===== config.mk =====
export PLATFORM = sky130hd
export DESIGN_NAME = grid_dda_column_raycaster_flat
export DESIGN_NICKNAME = d
export VERILOG_FILES = /design/src/hdl/gdr_pkg.sv /design/src/hdl/gdr_chan_if.sv /design/src/hdl/gdr_div.sv /design/src/hdl/gdr_dp.sv /design/src/hdl/gdr_ctrl.sv /design/src/hdl/gdr_cfg.sv /design/src/hdl/grid_dda_column_raycaster.sv /design/src/flat_wrapper.sv
export SDC_FILE = /design/constraint.sdc
export NUM_CORES = 2
export LEC_CHECK = 0
export BUFFER_PORTS_ARGS = -buffer_cell sky130_fd_sc_hd__buf_2
export CAP_MARGIN = 10
export CORE_MARGIN = 2
export CORE_UTILIZATION = 50
export DETAILED_ROUTE_END_ITERATION = 16
export PLACE_DENSITY = 0.72
export SLEW_MARGIN = 20
export SYNTH_ARGS = -nofsm -noshare
export SYNTH_HDL_FRONTEND = slang
export SYNTH_HIERARCHICAL = 1
export SYNTH_SLANG_ARGS = --single-unit

===== constraint.sdc =====
create_clock -name clk -period 45.1 [get_ports clk]
set_clock_uncertainty 0.2 [all_clocks]
set_input_delay 4.51 -clock clk [delete_from_list [all_inputs] [get_ports clk]]
set_output_delay 4.51 -clock clk [all_outputs]
set_load 0.05 [all_outputs]

===== src/hdl/gdr_pkg.sv =====
// Shared types, constants and control codes of the grid DDA column ray caster.
package gdr_pkg;

	localparam int MAP_COLS_DEF    = 32;
	localparam int MAP_ROWS_DEF    = 32;
	localparam int SCREEN_COLS_DEF = 1920;
	localparam int SCREEN_ROWS_DEF = 1080;

	localparam int DIST_W    = 48;
	localparam int DELTA_W   = 41;
	localparam int NUM_W     = 31;
	localparam int RD_W      = 27;
	localparam int CAM_W     = 24;
	localparam int COORD_W   = 8;
	localparam int DELTA_MAX_LOG = 40;

	localparam logic [2:0] REG_EYE_X  = 3'd0;
	localparam logic [2:0] REG_EYE_Y  = 3'd1;
	localparam logic [2:0] REG_LOOK_X = 3'd2;
	localparam logic [2:0] REG_LOOK_Y = 3'd3;
	localparam logic [2:0] REG_LENS_X = 3'd4;
	localparam logic [2:0] REG_LENS_Y = 3'd5;

	localparam logic       CMD_CAST    = 1'b0;
	localparam logic       CMD_WRITE   = 1'b1;
	localparam logic [1:0] TILE_EMPTY  = 2'd0;
	localparam logic [1:0] TILE_WALL   = 2'd1;
	localparam logic [1:0] TILE_BORDER = 2'd2;

	typedef struct packed {
		logic        command;
		logic [10:0] column;
		logic [4:0]  tile_col;
		logic [4:0]  tile_row;
		logic [1:0]  tile_code;
	} req_item_t;

	typedef struct packed {
		logic [10:0] column_out;
		logic        hit_side;
		logic        hit_kind;
		logic [10:0] span_top;
		logic [10:0] span_bottom;
	} rsp_item_t;

	typedef struct packed {
		logic [15:0] eye_x;
		logic [15:0] eye_y;
		logic [15:0] look_x;
		logic [15:0] look_y;
		logic [15:0] lens_x;
		logic [15:0] lens_y;
	} cfg_t;

	typedef enum logic [4:0] {
		S_CLEAR, S_IDLE, S_CAM_GO, S_CAM_WAIT, S_RAY_MUL, S_RAY_SUM,
		S_DX_GO, S_DX_WAIT, S_DY_GO, S_DY_WAIT, S_SIDE_MUL, S_SIDE_SUM,
		S_STEP, S_FETCH, S_CHECK, S_DIST, S_H_GO, S_H_WAIT, S_DONE
	} state_t;

	typedef enum logic [4:0] {
		OP_NONE, OP_CLEAR, OP_ACCEPT, OP_DIV_CAM, OP_CAM_TAKE, OP_RAY_MUL,
		OP_RAY_SUM, OP_DIV_DX, OP_DX_TAKE, OP_DIV_DY, OP_DY_TAKE, OP_SIDE_MUL,
		OP_SIDE_SUM, OP_STEP, OP_EDGE, OP_CHECK, OP_DIST, OP_DIV_H, OP_H_TAKE,
		OP_OUT
	} dp_op_t;

	typedef struct packed {
		logic is_write;
		logic div_busy;
		logic clear_last;
		logic rdx_zero;
		logic rdy_zero;
		logic oog;
		logic tile_hit;
		logic perp_zero;
		logic out_busy;
	} dp_stat_t;

endpackage


===== src/hdl/gdr_chan_if.sv =====
// Valid/ready channel interface that carries one payload per transaction.
interface gdr_chan_if #(parameter type T = logic) ();
	logic valid;
	logic ready;
	T     data;

	modport source(output valid, output data, input ready);
	modport sink(input valid, input data, output ready);
endinterface


===== src/hdl/gdr_div.sv =====
// Restoring divider that produces one quotient bit per cycle.
module gdr_div import gdr_pkg::*; (
	input  logic              clk,
	input  logic              arst_n,
	input  logic              start,
	input  logic [NUM_W-1:0]  num,
	input  logic [DIST_W-1:0] den,
	output logic              busy,
	output logic [NUM_W-1:0]  quo
);

	logic              busy_q;
	logic [4:0]        cnt_q;
	logic [DIST_W-1:0] rem_q;
	logic [DIST_W-1:0] den_q;
	logic [NUM_W-1:0]  quo_q;
	logic [DIST_W:0]   trial;
	logic              fits;

	always_comb begin
		trial = {rem_q, quo_q[NUM_W-1]};
		fits  = trial >= {1'b0, den_q};
	end

	always_ff @(posedge clk or negedge arst_n) begin
		if (!arst_n) begin
			busy_q <= 1'b0;
			cnt_q  <= '0;
		end else if (start) begin
			busy_q <= 1'b1;
			cnt_q  <= 5'(NUM_W - 1);
		end else if (busy_q) begin
			cnt_q <= cnt_q - 5'd1;
			if (cnt_q == 5'd0) begin
				busy_q <= 1'b0;
			end
		end
	end

	always_ff @(posedge clk) begin
		if (start) begin
			rem_q <= '0;
			den_q <= den;
			quo_q <= num;
		end else if (busy_q) begin
			rem_q <= fits ? DIST_W'(trial - {1'b0, den_q}) : trial[DIST_W-1:0];
			quo_q <= {quo_q[NUM_W-2:0], fits};
		end
	end

	assign busy = busy_q;
	assign quo  = quo_q;

endmodule


===== src/hdl/gdr_dp.sv =====
// Datapath of the ray caster: tile map, ray setup, DDA walk and wall span.
module gdr_dp import gdr_pkg::*; #(
	parameter int MAP_COLS    = MAP_COLS_DEF,
	parameter int MAP_ROWS    = MAP_ROWS_DEF,
	parameter int SCREEN_COLS = SCREEN_COLS_DEF,
	parameter int SCREEN_ROWS = SCREEN_ROWS_DEF
) (
	input  logic      clk,
	input  logic      arst_n,
	input  dp_op_t    op,
	input  cfg_t      cfg,
	input  req_item_t req_item,
	input  logic      rsp_ready,
	output logic      rsp_valid,
	output rsp_item_t rsp_item,
	output dp_stat_t  stat
);

	localparam int CW = $clog2(MAP_COLS);
	localparam int RW = $clog2(MAP_ROWS);
	localparam int AW = CW + RW;
	localparam int DEPTH = 1 << AW;
	localparam int HCAP = 4 * SCREEN_ROWS;
	localparam int H_W = $clog2(HCAP + 1);
	localparam int HALF_ROWS = SCREEN_ROWS / 2;
	localparam logic signed [COORD_W-1:0] COLS_S = COORD_W'(MAP_COLS);
	localparam logic signed [COORD_W-1:0] ROWS_S = COORD_W'(MAP_ROWS);
	// The camera offset divides by the screen width through a reciprocal
	// multiplication that is exact for every 11-bit column.
	localparam int     CAM_SH  = 26 + $clog2(SCREEN_COLS);
	localparam longint CAM_M   = ((longint'(1) << CAM_SH) + longint'(SCREEN_COLS) - 1) /
		longint'(SCREEN_COLS);
	localparam int     CAM_M_W = $clog2(CAM_M + 1);
	localparam int     CAM_P_W = 11 + CAM_M_W;

	logic [1:0]                 tile_mem [DEPTH];
	logic [1:0]                 tile_rd_q;
	logic [AW-1:0]              clr_q;
	logic [RW-1:0]              clr_row;
	logic [CW-1:0]              clr_col;
	logic [1:0]                 clr_code;
	logic                       wr_in_map;

	logic [10:0]                col_q;
	logic [CAM_P_W-1:0]         camp_s1;
	logic signed [CAM_W-1:0]    cam_q;
	logic signed [CAM_W+15:0]   prodx_s1, prody_s1;
	logic signed [RD_W-1:0]     rdx_q, rdy_q;
	logic [RD_W-1:0]            rdx_abs, rdy_abs;
	logic [DIST_W-1:0]          dx_q, dy_q, sdx_q, sdy_q, perp_q;
	logic [11:0]                fx, fy;
	logic [DELTA_W+11:0]        sidex_s1, sidey_s1;
	logic signed [COORD_W-1:0]  mx_q, my_q;
	logic                       side_q, kind_q;
	logic [H_W-1:0]             height_q;

	logic                       div_start, div_busy;
	logic [NUM_W-1:0]           div_num, div_quo;
	logic [DIST_W-1:0]          div_den;

	logic                       rsp_valid_q;
	rsp_item_t                  rsp_q;
	logic [10:0]                top_w, bot_w;

	assign clr_row   = clr_q[AW-1:CW];
	assign clr_col   = clr_q[CW-1:0];
	assign clr_code  = (clr_row == '0 || clr_row == RW'(MAP_ROWS - 1) ||
		clr_col == '0 || clr_col == CW'(MAP_COLS - 1)) ? TILE_BORDER : TILE_EMPTY;
	assign wr_in_map = (32'(req_item.tile_col) < MAP_COLS) &&
		(32'(req_item.tile_row) < MAP_ROWS);

	always_ff @(posedge clk) begin
		if (op == OP_CLEAR) begin
			tile_mem[clr_q] <= clr_code;
		end else if (op == OP_ACCEPT && req_item.command == CMD_WRITE && wr_in_map) begin
			tile_mem[{RW'(req_item.tile_row), CW'(req_item.tile_col)}] <= req_item.tile_code;
		end
		tile_rd_q <= tile_mem[{my_q[RW-1:0], mx_q[CW-1:0]}];
	end

	always_ff @(posedge clk or negedge arst_n) begin
		if (!arst_n) begin
			clr_q <= '0;
		end else if (op == OP_CLEAR) begin
			clr_q <= clr_q + AW'(1);
		end
	end

	assign rdx_abs = rdx_q[RD_W-1] ? RD_W'(-rdx_q) : RD_W'(rdx_q);
	assign rdy_abs = rdy_q[RD_W-1] ? RD_W'(-rdy_q) : RD_W'(rdy_q);

	always_comb begin
		div_start = 1'b0;
		div_num   = NUM_W'(1) << 30;
		div_den   = DIST_W'(rdx_abs);
		case (op)
			OP_DIV_DX: begin
				div_start = rdx_q != '0;
			end
			OP_DIV_DY: begin
				div_start = rdy_q != '0;
				div_den   = DIST_W'(rdy_abs);
			end
			OP_DIV_H: begin
				div_start = perp_q != '0;
				div_num   = NUM_W'(SCREEN_ROWS) << 16;
				div_den   = perp_q;
			end
			default: begin
				div_start = 1'b0;
			end
		endcase
	end

	gdr_div u_div (
		.clk    (clk),
		.arst_n (arst_n),
		.start  (div_start),
		.num    (div_num),
		.den    (div_den),
		.busy   (div_busy),
		.quo    (div_quo)
	);

	assign fx = rdx_q[RD_W-1] ? {1'b0, cfg.eye_x[10:0]} : 12'd2048 - {1'b0, cfg.eye_x[10:0]};
	assign fy = rdy_q[RD_W-1] ? {1'b0, cfg.eye_y[10:0]} : 12'd2048 - {1'b0, cfg.eye_y[10:0]};

	always_ff @(posedge clk) begin
		case (op)
			OP_ACCEPT: begin
				col_q <= req_item.column;
			end
			OP_DIV_CAM: begin
				camp_s1 <= col_q * CAM_M_W'(CAM_M);
			end
			OP_CAM_TAKE: begin
				cam_q <= $signed(CAM_W'(camp_s1 >> (CAM_SH - 15))) - CAM_W'(16384);
			end
			OP_RAY_MUL: begin
				prodx_s1 <= $signed(cfg.lens_x) * cam_q;
				prody_s1 <= $signed(cfg.lens_y) * cam_q;
			end
			OP_RAY_SUM: begin
				rdx_q <= RD_W'($signed(cfg.look_x)) + RD_W'(prodx_s1 >>> 14);
				rdy_q <= RD_W'($signed(cfg.look_y)) + RD_W'(prody_s1 >>> 14);
				mx_q  <= COORD_W'(cfg.eye_x[15:11]);
				my_q  <= COORD_W'(cfg.eye_y[15:11]);
			end
			OP_DIV_DX: begin
				dx_q <= DIST_W'(1) << DELTA_MAX_LOG;
			end
			OP_DX_TAKE: begin
				dx_q <= DIST_W'(div_quo);
			end
			OP_DIV_DY: begin
				dy_q <= DIST_W'(1) << DELTA_MAX_LOG;
			end
			OP_DY_TAKE: begin
				dy_q <= DIST_W'(div_quo);
			end
			OP_SIDE_MUL: begin
				sidex_s1 <= fx * dx_q[DELTA_W-1:0];
				sidey_s1 <= fy * dy_q[DELTA_W-1:0];
			end
			OP_SIDE_SUM: begin
				sdx_q <= DIST_W'(sidex_s1 >> 11);
				sdy_q <= DIST_W'(sidey_s1 >> 11);
			end
			OP_STEP: begin
				if (sdx_q < sdy_q) begin
					mx_q   <= rdx_q[RD_W-1] ? mx_q - COORD_W'(1) : mx_q + COORD_W'(1);
					sdx_q  <= sdx_q + dx_q;
					side_q <= 1'b0;
				end else begin
					my_q   <= rdy_q[RD_W-1] ? my_q - COORD_W'(1) : my_q + COORD_W'(1);
					sdy_q  <= sdy_q + dy_q;
					side_q <= 1'b1;
				end
			end
			OP_EDGE: begin
				kind_q <= 1'b1;
			end
			OP_CHECK: begin
				kind_q <= tile_rd_q != TILE_WALL;
			end
			OP_DIST: begin
				perp_q <= side_q ? sdy_q - dy_q : sdx_q - dx_q;
			end
			OP_DIV_H: begin
				height_q <= H_W'(HCAP);
			end
			OP_H_TAKE: begin
				height_q <= (div_quo > NUM_W'(HCAP)) ? H_W'(HCAP) : H_W'(div_quo);
			end
			default: begin
			end
		endcase
	end

	always_comb begin
		int half_i;
		int top_i;
		int bot_i;
		half_i = int'(height_q >> 1);
		top_i  = (half_i > HALF_ROWS) ? 0 : HALF_ROWS - half_i;
		bot_i  = HALF_ROWS + half_i;
		if (bot_i > SCREEN_ROWS - 1) begin
			bot_i = SCREEN_ROWS - 1;
		end
		top_w = 11'(top_i);
		bot_w = 11'(bot_i);
	end

	always_ff @(posedge clk or negedge arst_n) begin
		if (!arst_n) begin
			rsp_valid_q <= 1'b0;
		end else if (op == OP_OUT) begin
			rsp_valid_q <= 1'b1;
		end else if (rsp_ready) begin
			rsp_valid_q <= 1'b0;
		end
	end

	always_ff @(posedge clk) begin
		if (op == OP_OUT) begin
			rsp_q.column_out  <= col_q;
			rsp_q.hit_side    <= side_q;
			rsp_q.hit_kind    <= kind_q;
			rsp_q.span_top    <= top_w;
			rsp_q.span_bottom <= bot_w;
		end
	end

	assign rsp_valid = rsp_valid_q;
	assign rsp_item  = rsp_q;

	always_comb begin
		stat.is_write   = req_item.command == CMD_WRITE;
		stat.div_busy   = div_busy;
		stat.clear_last = &clr_q;
		stat.rdx_zero   = rdx_q == '0;
		stat.rdy_zero   = rdy_q == '0;
		stat.oog        = mx_q < 0 || mx_q >= COLS_S || my_q < 0 || my_q >= ROWS_S;
		stat.tile_hit   = tile_rd_q == TILE_WALL || tile_rd_q == TILE_BORDER;
		stat.perp_zero  = perp_q == '0;
		stat.out_busy   = rsp_valid_q && !rsp_ready;
	end

endmodule


===== src/hdl/gdr_ctrl.sv =====
// Controller state machine that sequences the ray caster datapath.
module gdr_ctrl import gdr_pkg::*; (
	input  logic     clk,
	input  logic     arst_n,
	input  logic     in_valid,
	output logic     in_ready,
	input  dp_stat_t stat,
	output dp_op_t   op
);

	state_t state_q, state_d;

	always_ff @(posedge clk or negedge arst_n) begin
		if (!arst_n) begin
			state_q <= S_CLEAR;
		end else begin
			state_q <= state_d;
		end
	end

	always_comb begin
		state_d = state_q;
		case (state_q)
			S_CLEAR:    if (stat.clear_last) state_d = S_IDLE;
			S_IDLE:     if (in_valid && !stat.is_write) state_d = S_CAM_GO;
			S_CAM_GO:   state_d = S_CAM_WAIT;
			S_CAM_WAIT: if (!stat.div_busy) state_d = S_RAY_MUL;
			S_RAY_MUL:  state_d = S_RAY_SUM;
			S_RAY_SUM:  state_d = S_DX_GO;
			S_DX_GO:    state_d = stat.rdx_zero ? S_DY_GO : S_DX_WAIT;
			S_DX_WAIT:  if (!stat.div_busy) state_d = S_DY_GO;
			S_DY_GO:    state_d = stat.rdy_zero ? S_SIDE_MUL : S_DY_WAIT;
			S_DY_WAIT:  if (!stat.div_busy) state_d = S_SIDE_MUL;
			S_SIDE_MUL: state_d = S_SIDE_SUM;
			S_SIDE_SUM: state_d = S_STEP;
			S_STEP:     state_d = S_FETCH;
			S_FETCH:    state_d = stat.oog ? S_DIST : S_CHECK;
			S_CHECK:    state_d = stat.tile_hit ? S_DIST : S_STEP;
			S_DIST:     state_d = S_H_GO;
			S_H_GO:     state_d = stat.perp_zero ? S_DONE : S_H_WAIT;
			S_H_WAIT:   if (!stat.div_busy) state_d = S_DONE;
			S_DONE:     if (!stat.out_busy) state_d = S_IDLE;
			default:    state_d = S_IDLE;
		endcase
	end

	always_comb begin
		op       = OP_NONE;
		in_ready = 1'b0;
		case (state_q)
			S_CLEAR:    op = OP_CLEAR;
			S_IDLE: begin
				in_ready = 1'b1;
				if (in_valid) op = OP_ACCEPT;
			end
			S_CAM_GO:   op = OP_DIV_CAM;
			S_CAM_WAIT: if (!stat.div_busy) op = OP_CAM_TAKE;
			S_RAY_MUL:  op = OP_RAY_MUL;
			S_RAY_SUM:  op = OP_RAY_SUM;
			S_DX_GO:    op = OP_DIV_DX;
			S_DX_WAIT:  if (!stat.div_busy) op = OP_DX_TAKE;
			S_DY_GO:    op = OP_DIV_DY;
			S_DY_WAIT:  if (!stat.div_busy) op = OP_DY_TAKE;
			S_SIDE_MUL: op = OP_SIDE_MUL;
			S_SIDE_SUM: op = OP_SIDE_SUM;
			S_STEP:     op = OP_STEP;
			S_FETCH:    if (stat.oog) op = OP_EDGE;
			S_CHECK:    if (stat.tile_hit) op = OP_CHECK;
			S_DIST:     op = OP_DIST;
			S_H_GO:     op = OP_DIV_H;
			S_H_WAIT:   if (!stat.div_busy) op = OP_H_TAKE;
			S_DONE:     if (!stat.out_busy) op = OP_OUT;
			default:    op = OP_NONE;
		endcase
	end

	a_idle_div_free: assert property (@(posedge clk) disable iff (!arst_n)
		state_q == S_IDLE |-> !stat.div_busy)
		else $error("divider still busy while the controller is idle");

	a_out_no_overwrite: assert property (@(posedge clk) disable iff (!arst_n)
		op == OP_OUT |-> !stat.out_busy)
		else $error("result register loaded while a transaction is pending");

	a_check_in_grid: assert property (@(posedge clk) disable iff (!arst_n)
		state_q == S_CHECK |-> !stat.oog)
		else $error("tile check reached with the walk outside the map");

endmodule


===== src/hdl/gdr_cfg.sv =====
// APB register file holding the viewer position, view direction and camera plane.
module gdr_cfg import gdr_pkg::*; (
	input  logic        clk,
	input  logic        arst_n,
	input  logic        psel,
	input  logic        penable,
	input  logic        pwrite,
	input  logic [4:0]  paddr,
	input  logic [31:0] pwdata,
	output logic [31:0] prdata,
	output logic        pready,
	output cfg_t        cfg
);

	cfg_t       cfg_q;
	logic [2:0] idx;
	logic       wr_en;

	assign idx    = paddr[4:2];
	assign wr_en  = psel && penable && pwrite;
	assign pready = 1'b1;

	always_ff @(posedge clk or negedge arst_n) begin
		if (!arst_n) begin
			cfg_q.eye_x  <= 16'd20480;
			cfg_q.eye_y  <= 16'd20480;
			cfg_q.look_x <= 16'd16384;
			cfg_q.look_y <= 16'd0;
			cfg_q.lens_x <= 16'd0;
			cfg_q.lens_y <= 16'd10813;
		end else if (wr_en) begin
			case (idx)
				REG_EYE_X:  cfg_q.eye_x  <= pwdata[15:0];
				REG_EYE_Y:  cfg_q.eye_y  <= pwdata[15:0];
				REG_LOOK_X: cfg_q.look_x <= pwdata[15:0];
				REG_LOOK_Y: cfg_q.look_y <= pwdata[15:0];
				REG_LENS_X: cfg_q.lens_x <= pwdata[15:0];
				REG_LENS_Y: cfg_q.lens_y <= pwdata[15:0];
				default: begin
				end
			endcase
		end
	end

	always_comb begin
		case (idx)
			REG_EYE_X:  prdata = {16'd0, cfg_q.eye_x};
			REG_EYE_Y:  prdata = {16'd0, cfg_q.eye_y};
			REG_LOOK_X: prdata = {16'd0, cfg_q.look_x};
			REG_LOOK_Y: prdata = {16'd0, cfg_q.look_y};
			REG_LENS_X: prdata = {16'd0, cfg_q.lens_x};
			REG_LENS_Y: prdata = {16'd0, cfg_q.lens_y};
			default:    prdata = 32'd0;
		endcase
	end

	assign cfg = cfg_q;

endmodule


===== src/hdl/grid_dda_column_raycaster.sv =====
// Top level of the grid DDA column ray caster.
// After reset the block fills the tile map, border tiles around the edge and empty tiles
// inside, and takes no transaction meanwhile. A tile write is taken in the idle state. A
// column cast sets up the ray, divides for the two step lengths, walks the grid cell by cell
// (step, fetch, check) until it hits a wall or leaves the map, and divides for the wall
// height; the three divisions share the one divider, which makes one quotient bit per cycle.
// A zero ray component or zero wall distance skips its division. A finished result sits in
// an output register, so the next transaction is accepted while it waits to be taken.
module grid_dda_column_raycaster import gdr_pkg::*; #(
	parameter int MAP_COLS    = MAP_COLS_DEF,
	parameter int MAP_ROWS    = MAP_ROWS_DEF,
	parameter int SCREEN_COLS = SCREEN_COLS_DEF,
	parameter int SCREEN_ROWS = SCREEN_ROWS_DEF
) (
	input  logic        clk,
	input  logic        arst_n,
	gdr_chan_if.sink    req,
	gdr_chan_if.source  rsp,
	input  logic        psel,
	input  logic        penable,
	input  logic        pwrite,
	input  logic [4:0]  paddr,
	input  logic [31:0] pwdata,
	output logic [31:0] prdata,
	output logic        pready
);

	cfg_t      cfg;
	dp_op_t    op;
	dp_stat_t  stat;
	rsp_item_t rsp_item;
	req_item_t req_item;

	assign req_item = req.data;
	assign rsp.data = rsp_item;

	gdr_cfg u_cfg (
		.clk     (clk),
		.arst_n  (arst_n),
		.psel    (psel),
		.penable (penable),
		.pwrite  (pwrite),
		.paddr   (paddr),
		.pwdata  (pwdata),
		.prdata  (prdata),
		.pready  (pready),
		.cfg     (cfg)
	);

	gdr_ctrl u_ctrl (
		.clk      (clk),
		.arst_n   (arst_n),
		.in_valid (req.valid),
		.in_ready (req.ready),
		.stat     (stat),
		.op       (op)
	);

	gdr_dp #(
		.MAP_COLS    (MAP_COLS),
		.MAP_ROWS    (MAP_ROWS),
		.SCREEN_COLS (SCREEN_COLS),
		.SCREEN_ROWS (SCREEN_ROWS)
	) u_dp (
		.clk       (clk),
		.arst_n    (arst_n),
		.op        (op),
		.cfg       (cfg),
		.req_item  (req_item),
		.rsp_ready (rsp.ready),
		.rsp_valid (rsp.valid),
		.rsp_item  (rsp_item),
		.stat      (stat)
	);

endmodule

===== src/flat_wrapper.sv =====
// flat-port wrapper written by rule: the top's interface ports become plain ports
module grid_dda_column_raycaster_flat import gdr_pkg::*;
#(
	parameter int MAP_COLS    = MAP_COLS_DEF,
	parameter int MAP_ROWS    = MAP_ROWS_DEF,
	parameter int SCREEN_COLS = SCREEN_COLS_DEF,
	parameter int SCREEN_ROWS = SCREEN_ROWS_DEF
)
  (clk, arst_n, psel, penable, pwrite, paddr, pwdata, prdata, pready, req_valid, req_data, req_ready, rsp_valid, rsp_data, rsp_ready);
  gdr_chan_if req_i ();
  gdr_chan_if rsp_i ();
  input  logic clk;
  input  logic arst_n;
  input  logic psel;
  input  logic penable;
  input  logic pwrite;
  input  logic [4:0] paddr;
  input  logic [31:0] pwdata;
  output logic [31:0] prdata;
  output logic pready;
  input wire logic [$bits(req_i.valid)-1:0] req_valid;
  input wire logic [$bits(req_i.data)-1:0] req_data;
  output wire logic [$bits(req_i.ready)-1:0] req_ready;
  output wire logic [$bits(rsp_i.valid)-1:0] rsp_valid;
  output wire logic [$bits(rsp_i.data)-1:0] rsp_data;
  input wire logic [$bits(rsp_i.ready)-1:0] rsp_ready;
  assign req_i.valid = req_valid;
  assign req_i.data = req_data;
  assign req_ready = req_i.ready;
  assign rsp_valid = rsp_i.valid;
  assign rsp_data = rsp_i.data;
  assign rsp_i.ready = rsp_ready;
  grid_dda_column_raycaster #(.MAP_COLS(MAP_COLS), .MAP_ROWS(MAP_ROWS), .SCREEN_COLS(SCREEN_COLS), .SCREEN_ROWS(SCREEN_ROWS)) u_core (.clk(clk), .arst_n(arst_n), .req(req_i), .rsp(rsp_i), .psel(psel), .penable(penable), .pwrite(pwrite), .paddr(paddr), .pwdata(pwdata), .prdata(prdata), .pready(pready));
endmodule

==> results.txt <==
* Outcome: complete, but fails checks
* Violations in the final reports: slew limit
- Detailed-route DRC error count: 0
- On the critical path, the stage with the largest delay is an instance of sky130_fd_sc_hd__nor2b_1.
* Root buffer cell: sky130_fd_sc_hd__clkbuf_16
- Endpoint kind of the worst setup timing path: primary output
- Nets: 15.3k
* Worst Setup Path Type: in -> out
* Post-CTS resize count: 0
- Number of buffers created by CTS: 290
- Remaining max-slew budget at the tightest pin: -2190%
- The detail route stage leaves a number of antenna-violating nets equal to 0.
- Detail-routed via count per cell: 5.92
- The die covers 345000 um^2.
- The critical path goes through buf_2 > nor2b_1 > a221oi_1 > a31oi_1 > buf_2.
- During synthesis, Yosys emitted a total of 6 warnings.
- The final number of hold-violating endpoints came to 0.
* Count of input and output buffers: 45
* Die Height: 587 um
* Total vias in the final route: around 110k
- A synthesized cell averages 12.5 um^2.
- Max stage delay on crit path: 0.76 ns
* Layout cells sized above 1: 11.8%
* Final Cycle Share: between 20% and 30%
* Critical Path Fanout Max: 30
- At the end of routability-driven placement, the weighted congestion stood at 0.941.
* Maximum number of pins on one net before global-route repair: 1025
- Cell area after synthesis: 170000 um^2
- Number of global-route vias before repair: 109k
* Final design area excluding fillers: 184000 um^2
* GRT Residual Overflow: 0
- Crit path required time: 40.39 ns
* Maximum clock frequency: 89.5 MHz
- Clock Sinks: 2753
* Filler cells: 27.4k
- Clock tree from TritonCTS: yes
- For this block, the initial DRC count from the detailed router was about 11k.
- Clock network latency to the later pin of the worst-skew pair: 0.91 ns
- At the pin with the least slew margin, the transition time is 34.35 ns.
- Number of optimization iterations in the first detailed-route pass: 6
- Starting density of the core: 50.1%
- Sum of negative setup slack: 0 ns
* Unrepaired setup endpoints after global routing: no
- HPWL after detailed placement: 279000 um
- In this run the cell area measured after placement is ~170000 um^2.
- The floorplan step set the die width to about 600 um.
- Area growth from synthesis to layout: 8.38%
* Number of hold buffers added after cts: 0
- The path class of the tightest hold or removal check is reg -> reg.
* Buffers from clock root to sink, at most: 4
- The core region is 339000 um^2.
* Critical Path Most Common Cell: sky130_fd_sc_hd__buf_2
* Top-Level Pins: 81
- Max Transition Viols Final: between 1k and 1.5k
- Worst setup path start: paddr[3]
- The H-tree was split into 5 levels.
- Clock edge transition at the registers on the reported setup and hold paths: 0.06 ns
* Post CTS Setup Buffer Count: 0
* Antenna violations before repair: 11
- Max-capacitance violation count: 0
- Tot GR Track Use: 25.4%
- The worst setup path is launched from an input port.
- Source of the worst hold timing path: u_core/u_dp/camp_s1[33]
- The worst path in the final design needs a cycle of 11.17 ns, including I/O delays and setup.
- DRT Wirelength: about 440000 um
- The first global-routing pass estimated 668000 um of wire.
- The initialized floorplan defines 214 standard-cell rows.
* Setup-violating endpoint count in the final report: 0
* Synthesized netlist cell count: between 10k and 15k
- The worst register-to-register path begins at u_core/u_dp/rdx_q[26].
* Data arrival time at the worst-slack endpoint: 6.46 ns
- In the final routed layout, each cell accounts on average for 24.2 um.
[cell usage in the layout, fill, tap and decap left out, types with 50 or more instances in the layout]
cell type,n
sky130_fd_sc_hd__nand2b_1,95
sky130_fd_sc_hd__mux2i_1,61
sky130_fd_sc_hd__nand2_1,1273
sky130_fd_sc_hd__a21o_1,131
sky130_fd_sc_hd__o21ai_0,327
sky130_fd_sc_hd__a21oi_1,353
sky130_fd_sc_hd__nor2_1,1476
sky130_fd_sc_hd__fa_1,1157
sky130_fd_sc_hd__ha_1,665
sky130_fd_sc_hd__nor2b_1,64
sky130_fd_sc_hd__nand4_1,68
sky130_fd_sc_hd__xor2_1,123
sky130_fd_sc_hd__clkbuf_1,63
sky130_fd_sc_hd__dfxtp_1,50
sky130_fd_sc_hd__clkinv_1,52
sky130_fd_sc_hd__conb_1,98
sky130_fd_sc_hd__nor3_1,91
sky130_fd_sc_hd__mux4_2,680
sky130_fd_sc_hd__a211oi_1,63
sky130_fd_sc_hd__clkbuf_16,295
sky130_fd_sc_hd__and2_1,458
sky130_fd_sc_hd__xnor2_1,310
sky130_fd_sc_hd__dfrtp_1,104
sky130_fd_sc_hd__edfxtp_1,2585
sky130_fd_sc_hd__nor4_1,57
sky130_fd_sc_hd__mux2_2,138
sky130_fd_sc_hd__buf_4,163
sky130_fd_sc_hd__o21ai_1,52
sky130_fd_sc_hd__nand3_1,88
sky130_fd_sc_hd__inv_1,1607
[area by class of cell]
class / instances / area, um^2 / share of cell area [%]
diodes: 5 / 12.5 / 0.00679
clock buffers: 366 / 7730 / 4.20
clock inverters: 153 / 1540 / 0.835
inverters: 1609 / 6040 / 3.28
multi-input cells: 8516 / 80000 / 43.4
flip-flops and latches: 2753 / 81600 / 44.3
well taps: 4536 / 5680 / 3.08
repair buffers: 218 / 1640 / 0.891
[worst paths after layout]
check | endpoint | slack [ns] | cells past startpoint
worst max-delay path | prdata[10] | 33.93 | 5
worst min-delay path | u_core/u_dp/cam_q[11] | 0.19 | 0
worst max register to register | u_core/u_dp/sidex_s1[49] | 35.16 | 25
worst min register to register | u_core/u_dp/cam_q[11] | 0.19 | 0
max in group asynchronous | u_core/u_dp/u_div/busy | 39.97 | 2
min in group asynchronous | u_core/u_dp/clr_q[7] | 3.39 | 1
[state kept, by name, indices dropped and copies added (netlist names), 17 cells and up]
register                 flops
u_core/u_dp/sdx_q           48
u_core/u_dp/rdx_q           27
u_core/u_dp/u_div/den_q     48
u_core/u_dp/u_div/quo       31
u_core/u_dp/dx_q            32
u_core/u_dp/u_div/rem_q     48
u_core/u_dp/prodx_s1        19
u_core/u_dp/rdy_q           27
u_core/u_dp/sdy_q           48
u_core/u_cfg/cfg            96
u_core/u_dp/cam_q           17
u_core/u_dp/sidex_s1        42
u_core/u_dp/dy_q            32
u_core/u_dp/sidey_s1        42
u_core/u_dp/prody_s1        19
u_core/u_dp/perp_q          48
u_core/u_dp/tile_mem      2048
[critical path, delay by kind of cell]
| kind | cells | cell delay (ns) |
|---|---|---|
| AO/OA/AOI/OAI | 2 | 0.54 |
| buffers and inverters | 2 | 0.64 |
| AND/OR/NAND/NOR | 1 | 0.76 |
[per-layer routing]
metal	track usage, %	up-vias	wire [um]
li1	-	46400	-
met1	34.5	54900	171000
met2	40.3	5306	205000
met3	5.14	889	42900
met4	10.0	8	19900
met5	0.0554	-	59
[metrics by stage]
stage | utilization (%) | cells | worst slack (ns) | hold slack (ns)
finish | 54.3 | 18200 | 33.93 | 0.188
detailed placement | 51.6 | 17600 | 34.03 | 0.205
global route | 54.3 | 18200 | 33.86 | 0.188
global placement | 51.6 | 17600 | 34.02 | 0.201
CTS | 54.3 | 18100 | 34.00 | 0.184
floorplan | - | 13700 | 7.26 | 0.200
Power is not shown: default switching activity piles up to over one toggle a cycle in this logic, so the estimate is an artifact.
